$ cat src/design/twmv_pkg.sv
// Shared types and constants for the time-weighted mean/variance unit.
// No dependencies.
package twmv_pkg;

    localparam int unsigned OP_ACCUM = 0;
    localparam int unsigned OP_RESET = 1;

    // Input request fields, highest bit first in tdata
    typedef struct packed {
        logic [31:0] sample_value;
        logic [9:0]  element_index;
        logic [31:0] sample_time;
    } t_in_data;

    typedef struct packed {
        logic [30:0] std_out;
        logic [31:0] mean_out;
        logic [9:0]  result_index;
    } t_out_data;

    // Operation codes for the shared divider / root unit
    typedef enum logic [1:0] {
        ALU_DIV = 2'd0,
        ALU_SQRT = 2'd1
    } t_alu_op;

    typedef struct packed {
        logic     start;
        t_alu_op  op;
    } t_alu_ctl;

    typedef struct packed {
        logic busy;
        logic done;
    } t_alu_sts;

endpackage

$ cat src/design/twmv_alu.sv
// Shared bit-serial unit: 64/33 restoring divide or 64-bit integer root.
// Depends on twmv_pkg.
module twmv_alu (
    input  logic                i_clk,
    input  logic                i_rst_n,
    input  twmv_pkg::t_alu_ctl  i_ctl,
    input  logic [63:0]         i_a,
    input  logic [32:0]         i_b,
    output twmv_pkg::t_alu_sts  o_sts,
    output logic [63:0]         o_res
);
    import twmv_pkg::*;

    logic [6:0]  r_cnt, n_cnt;
    logic        r_busy, n_busy;
    logic        r_done, n_done;
    t_alu_op     r_op, n_op;
    logic [63:0] r_q, n_q;
    logic [65:0] r_rem, n_rem;
    logic [63:0] r_x, n_x;
    logic [32:0] r_d, n_d;
    logic [65:0] trial;
    logic [65:0] rtry;

    always_comb begin
        n_cnt = r_cnt;
        n_busy = r_busy;
        n_done = 1'b0;
        n_op = r_op;
        n_q = r_q;
        n_rem = r_rem;
        n_x = r_x;
        n_d = r_d;
        trial = '0;
        rtry = '0;
        if (i_ctl.start) begin
            n_busy = 1'b1;
            n_op = i_ctl.op;
            n_x = i_a;
            n_d = i_b;
            n_q = '0;
            n_rem = '0;
            n_cnt = (i_ctl.op == ALU_DIV) ? 7'd64 : 7'd32;
        end else if (r_busy) begin
            if (r_op == ALU_DIV) begin
                // shift one dividend bit in, subtract if it fits
                trial = {r_rem[64:0], r_x[63]};
                n_x = {r_x[62:0], 1'b0};
                if (trial >= {33'd0, r_d}) begin
                    n_rem = trial - {33'd0, r_d};
                    n_q = {r_q[62:0], 1'b1};
                end else begin
                    n_rem = trial;
                    n_q = {r_q[62:0], 1'b0};
                end
            end else begin
                // two radicand bits a step, trial root 4q+1
                trial = {r_rem[63:0], r_x[63:62]};
                n_x = {r_x[61:0], 2'b00};
                rtry = {r_q, 2'b01};
                if (trial >= rtry) begin
                    n_rem = trial - rtry;
                    n_q = {r_q[62:0], 1'b1};
                end else begin
                    n_rem = trial;
                    n_q = {r_q[62:0], 1'b0};
                end
            end
            n_cnt = r_cnt - 7'd1;
            if (r_cnt == 7'd1) begin
                n_busy = 1'b0;
                n_done = 1'b1;
            end
        end
    end

    always_ff @(posedge i_clk) begin
        if (!i_rst_n) begin
            r_busy <= 1'b0;
            r_done <= 1'b0;
            r_cnt <= '0;
        end else begin
            r_busy <= n_busy;
            r_done <= n_done;
            r_cnt <= n_cnt;
        end
        r_op <= n_op;
        r_q <= n_q;
        r_rem <= n_rem;
        r_x <= n_x;
        r_d <= n_d;
    end

    assign o_sts.busy = r_busy;
    assign o_sts.done = r_done;
    assign o_res = r_q;

    a_no_restart: assert property (@(posedge i_clk) disable iff (!i_rst_n)
        r_busy |-> !i_ctl.start) else $error("alu restarted while busy");
    a_done_end: assert property (@(posedge i_clk) disable iff (!i_rst_n)
        r_done |-> !r_busy) else $error("alu done while busy");
    a_cnt_idle: assert property (@(posedge i_clk) disable iff (!i_rst_n)
        !r_busy |-> r_cnt == 7'd0) else $error("alu count left over");
endmodule

$ cat config.mk
export PLATFORM = sky130hd
export DESIGN_NAME = twmv_alu
export DESIGN_NICKNAME = d
export VERILOG_FILES = /design/src/design/twmv_pkg.sv /design/src/design/twmv_alu.sv
export SDC_FILE = /design/constraint.sdc
export NUM_CORES = 1
export LEC_CHECK = 0
export BUFFER_PORTS_ARGS = -buffer_cell sky130_fd_sc_hd__buf_4
export CORE_ASPECT_RATIO = 0.5
export CORE_MARGIN = 3
export CORE_UTILIZATION = 51
export CTS_CLUSTER_DIAMETER = 200
export CTS_CLUSTER_SIZE = 12
export DETAILED_ROUTE_END_ITERATION = 8
export HOLD_SLACK_MARGIN = 0.15
export PLACE_DENSITY = 0.66
export REMOVE_ABC_BUFFERS = 1
export SYNTH_ARGS = -nofsm -noshare
export SYNTH_HDL_FRONTEND = slang
export SYNTH_SLANG_ARGS = --single-unit
export TNS_END_PERCENT = 1
$ cat constraint.sdc
create_clock -name i_clk -period 4.18 [get_ports i_clk]
set_input_delay 0.836 -clock i_clk [delete_from_list [all_inputs] [get_ports i_clk]]
set_output_delay 0.836 -clock i_clk [all_outputs]
set_load 0.1 [all_outputs]
==> metrics.md <==
| Metric | Value |
|---|---|
| Hold crit path type | `primary input to flop` |
| Gpl congestion | `0.930` |
| Switch share | `0.487` |
| Clk pwr share | `0.131` |
| Worst-Margin Slew | `0.863 ns` |
| Largest family of logic cells by synthesized area | `compound AO/OA/AOI/OAI gates` |
| Post-route DRC | `0` |
| First-pass GRT wire length | `84.4 mm` |
| Area Growth Syn to Fin | `14.5%` |
| Max_slew headroom | `0.425` |
| Worst-path cell chain | `inv_1 > ha_1 > nand4_1 > a21oi_2 > o2111ai_1 > a2111oi_4 > o211ai_1 > nand2_1 > buf_4 > buf_4 > and3_1 > o21ai_0 > a32o_1` |
| Family with the most delay on the worst path | `compound AO/OA/AOI/OAI gates` |
| Synthesized area | `17900 sq um` |
| Initial Util | `0.529` |
| Port Buffers | `167` |
| EDFF count, synth | `99` |
| Final Max Slew Viols | `0` |
| Core box area | `33800 sq um` |
| Predominant post-synthesis flop cell | `dfxtp_1` |
| HPWL Detailed | `39.9 mm` |
| Hold Vio Cnt, Final | `0` |
| Max-Cap Viols | `0` |
| Via Count | `16900` |
| Post-Synth Adder-Cell Area | `0.0718` |
| Total Power | `0.0148 W` |
| H-tree levels | `1` |
| CP Capture Type | `flop` |
| Synth Area in Compound Gates | `0.234` |
| Sequential area share after synthesis | `0.321` |
| Met2 usage | `0.446` |
| Clock Skews | `0.0182 ns` |
| DIE HEIGHT | `138 um` |
| Setup CP Type | `flop to flop` |
| Total grt overflow | `0` |
| Pin count of the biggest net entering global routing | `134` |
| Status | `finished, final reports clean` |
| RSZ-0062 raised after global routing | `yes` |
| Num CTS Buffers | `23` |
| DIE WIDTH | `271 um` |
| Final Setup Violations | `0` |
| Share of cells above drive strength 1 | `0.127` |
| Most frequent cells after synthesis | `282 x nand2_1, 211 x nor2_1, 190 x a21oi_1, 173 x o21ai_0, 145 x inv_1` |
| Pint | `0.00762 W` |
| Post-Route WL | `53.1 mm` |
| Reg power frac | `0.211` |
| Critical Path Most Common Cell | `buf_4` |
| Peak supply drop | `0.000385 V` |
| Area leader, netlist | `edfxtp_1` |
| Dominant cells by area after synthesis | `edfxtp_1 17%, dfxtp_1 15%, mux2i_1 7.5%` |
| Clock buffer depth | `3` |
| Reg clk slew, reported paths | `0.07 ns` |
| Met1 Usage GRT | `0.378` |
| # IOs | `168` |
| Multiplexer share of the synthesized area | `0.0785` |
| Cell row count | `47` |
| Startpoint types | `flop` |
| Critical-path top delay cell | `a2111oi_4` |
| Async SR Flop Fraction | `0` |
| Period minus WS final | `3.93 ns` |
| Worst Path Buf+Inv | `3` |
| Ys Warns | `0` |
| Root buffer cell | `clkbuf_16` |
| CP arrival | `4.37 ns` |
| Final ANT Viol Nets | `0` |
| Yosys top cell area share | `0.166` |
| CTS tree | `yes` |
| Gr usage total | `0.273` |
| Crit Path Max Fanout | `21` |
| CP peak stage delay | `0.48 ns` |
| Post-synthesis xor/xnor area fraction | `0.0505` |
| Peak Freq | `254 MHz` |
| Latest clock arrival within the worst-skew pair | `0.55 ns` |
| Initial antenna violation count | `0` |
| GR peak layer | `met2` |
| P_sw | `0.00722 W` |
| Met3 GRT Util | `0.0393` |
| TritonCTS Sinks | `237` |
| Fin util | `0.606` |
| Pwr/cell area | `726 nW/um^2` |
| Diode count | `0` |
| Syn_area_per_cell | `8.03 sq um` |
| Static Leak | `8.83 nW` |
| Post-Synth Simple-Gate Area | `0.185` |
| Final period util | `0.941` |
| Nets | `2563` |
| Setup repair bufs after CTS | `0` |
| Detailed Routing Iterations Pass 1 | `6` |
| Comb power frac | `0.658` |
| Routed wire per std cell | `18.7 um` |
| Initial DRC count | `1409` |
| Critical Path RT | `4.62 ns` |
| Die area | `37500 sq um` |
| Count leader, synth | `nand2_1` |
| Yosys cell types | `84` |
| Register bit total from synthesis | `237` |
| Vias in the first global route | `15900` |
| Via density | `5.95` |
| Syn Inst Count | `2224` |
-- kinds of logic after synthesis --
kind of cell / Yosys count
compound gates: 652
simple gates: 719
fa+ha+maj: 102
mux: 139
flops: 237
buf+inv: 272
xor+xnor: 103
-- repair_timing --
item / 4_1_cts / 5_1_grt
endpoints found under the setup margin: 3 / 26
hold buffers: 0 / 0
resized for setup: 1 / 5
-- path summary, 6_finish.rpt --
kind                          start                endpoint  slack, ns  cells after the start
min reg2reg  r_rem[64]$_SDFFE_PP0P_  r_rem[64]$_SDFFE_PP0P_       0.50                      2
min                         i_b[28]       r_d[28]$_DFFE_PP_       0.46                      1
max           o_res[7]$_SDFFE_PP0P_  r_rem[48]$_SDFFE_PP0P_       0.25                     13
max reg2reg   o_res[7]$_SDFFE_PP0P_  r_rem[48]$_SDFFE_PP0P_       0.25                     13
-- layer usage --
metal / wire [um] / vias up
met3: 3400 / 94
met2: 24100 / 498
met1: 24100 / 7932
li1: - / 8354
met5: 0 / -
met4: 1440 / 0
-- worst register-to-register path: stages (launching register included) --
cell       delay [ns]
dfxtp_1          0.37
inv_1            0.06
ha_1             0.40
nand4_1          0.36
a21oi_2          0.33
o2111ai_1        0.28
a2111oi_4        0.48
o211ai_1         0.25
nand2_1          0.16
buf_4            0.28
buf_4            0.28
and3_1           0.20
o21ai_0          0.08
a32o_1           0.31
-- sequential cells by signal (all words and copies together) (netlist names) --
signal and flops:
r_rem 65, r_cnt 7, r_done 1, r_d 33
r_x 64, r_busy 1, o_res 64, r_op 2
-- layout by cell type (no fill, tap or decap), types with 18 or more instances in the layout --
cell type  instances
nand2_1          282
buf_4            231
nor2_1           210
a21oi_1          189
o21ai_0          172
inv_1            144
dfxtp_1          137
mux2i_1          133
ha_1             101
edfxtp_1          99
xnor2_1           63
nand4_1           42
a211oi_1          42
xor2_1            40
a21o_1            39
nor3_1            35
nand3_1           29
o211ai_1          26
clkbuf_16         23
o21bai_1          21
nor4_1            19
or3_1             18
-- layout make-up --
type                            instances  area (sq um)
Fill cell                            3191         13300
Timing Repair Buffer                  237          1850
Sequential cell                       237          5740
Clock buffer                           34           617
Multi-Input combinational cell       1715         11100
Clock inverter                          2          13.8
Tap cell                              465           582
Inverter                              145           544
-- through the flow --
step / area [sq um] / cells / setup WS (ns) / TNS, ns / hold WS [ns]
2_1_floorplan: 17300 / 2097 / -3.02 / -309.10 / 0.455
3_3_place_gp: 19800 / 2799 / 0.187 / 0 / 0.482
3_5_place_dp: 19800 / 2799 / 0.0338 / 0 / 0.488
4_1_cts: 20400 / 2835 / 0.183 / 0 / 0.441
5_1_grt: 20500 / 2835 / -0.00242 / -0.00242 / 0.440
6_report: 20500 / 2835 / 0.246 / 0 / 0.457
-- power groups by stage --
stage               clock network (W)  registers (W)  logic, W
floorplan                           0        0.00307   0.00670
global placement                    0        0.00317   0.00948
detailed placement                  0        0.00318   0.00948
CTS                           0.00198        0.00313   0.00954
global route                  0.00209        0.00316    0.0107
finish                        0.00194        0.00313   0.00977
(Power assumes the default switching activity.)
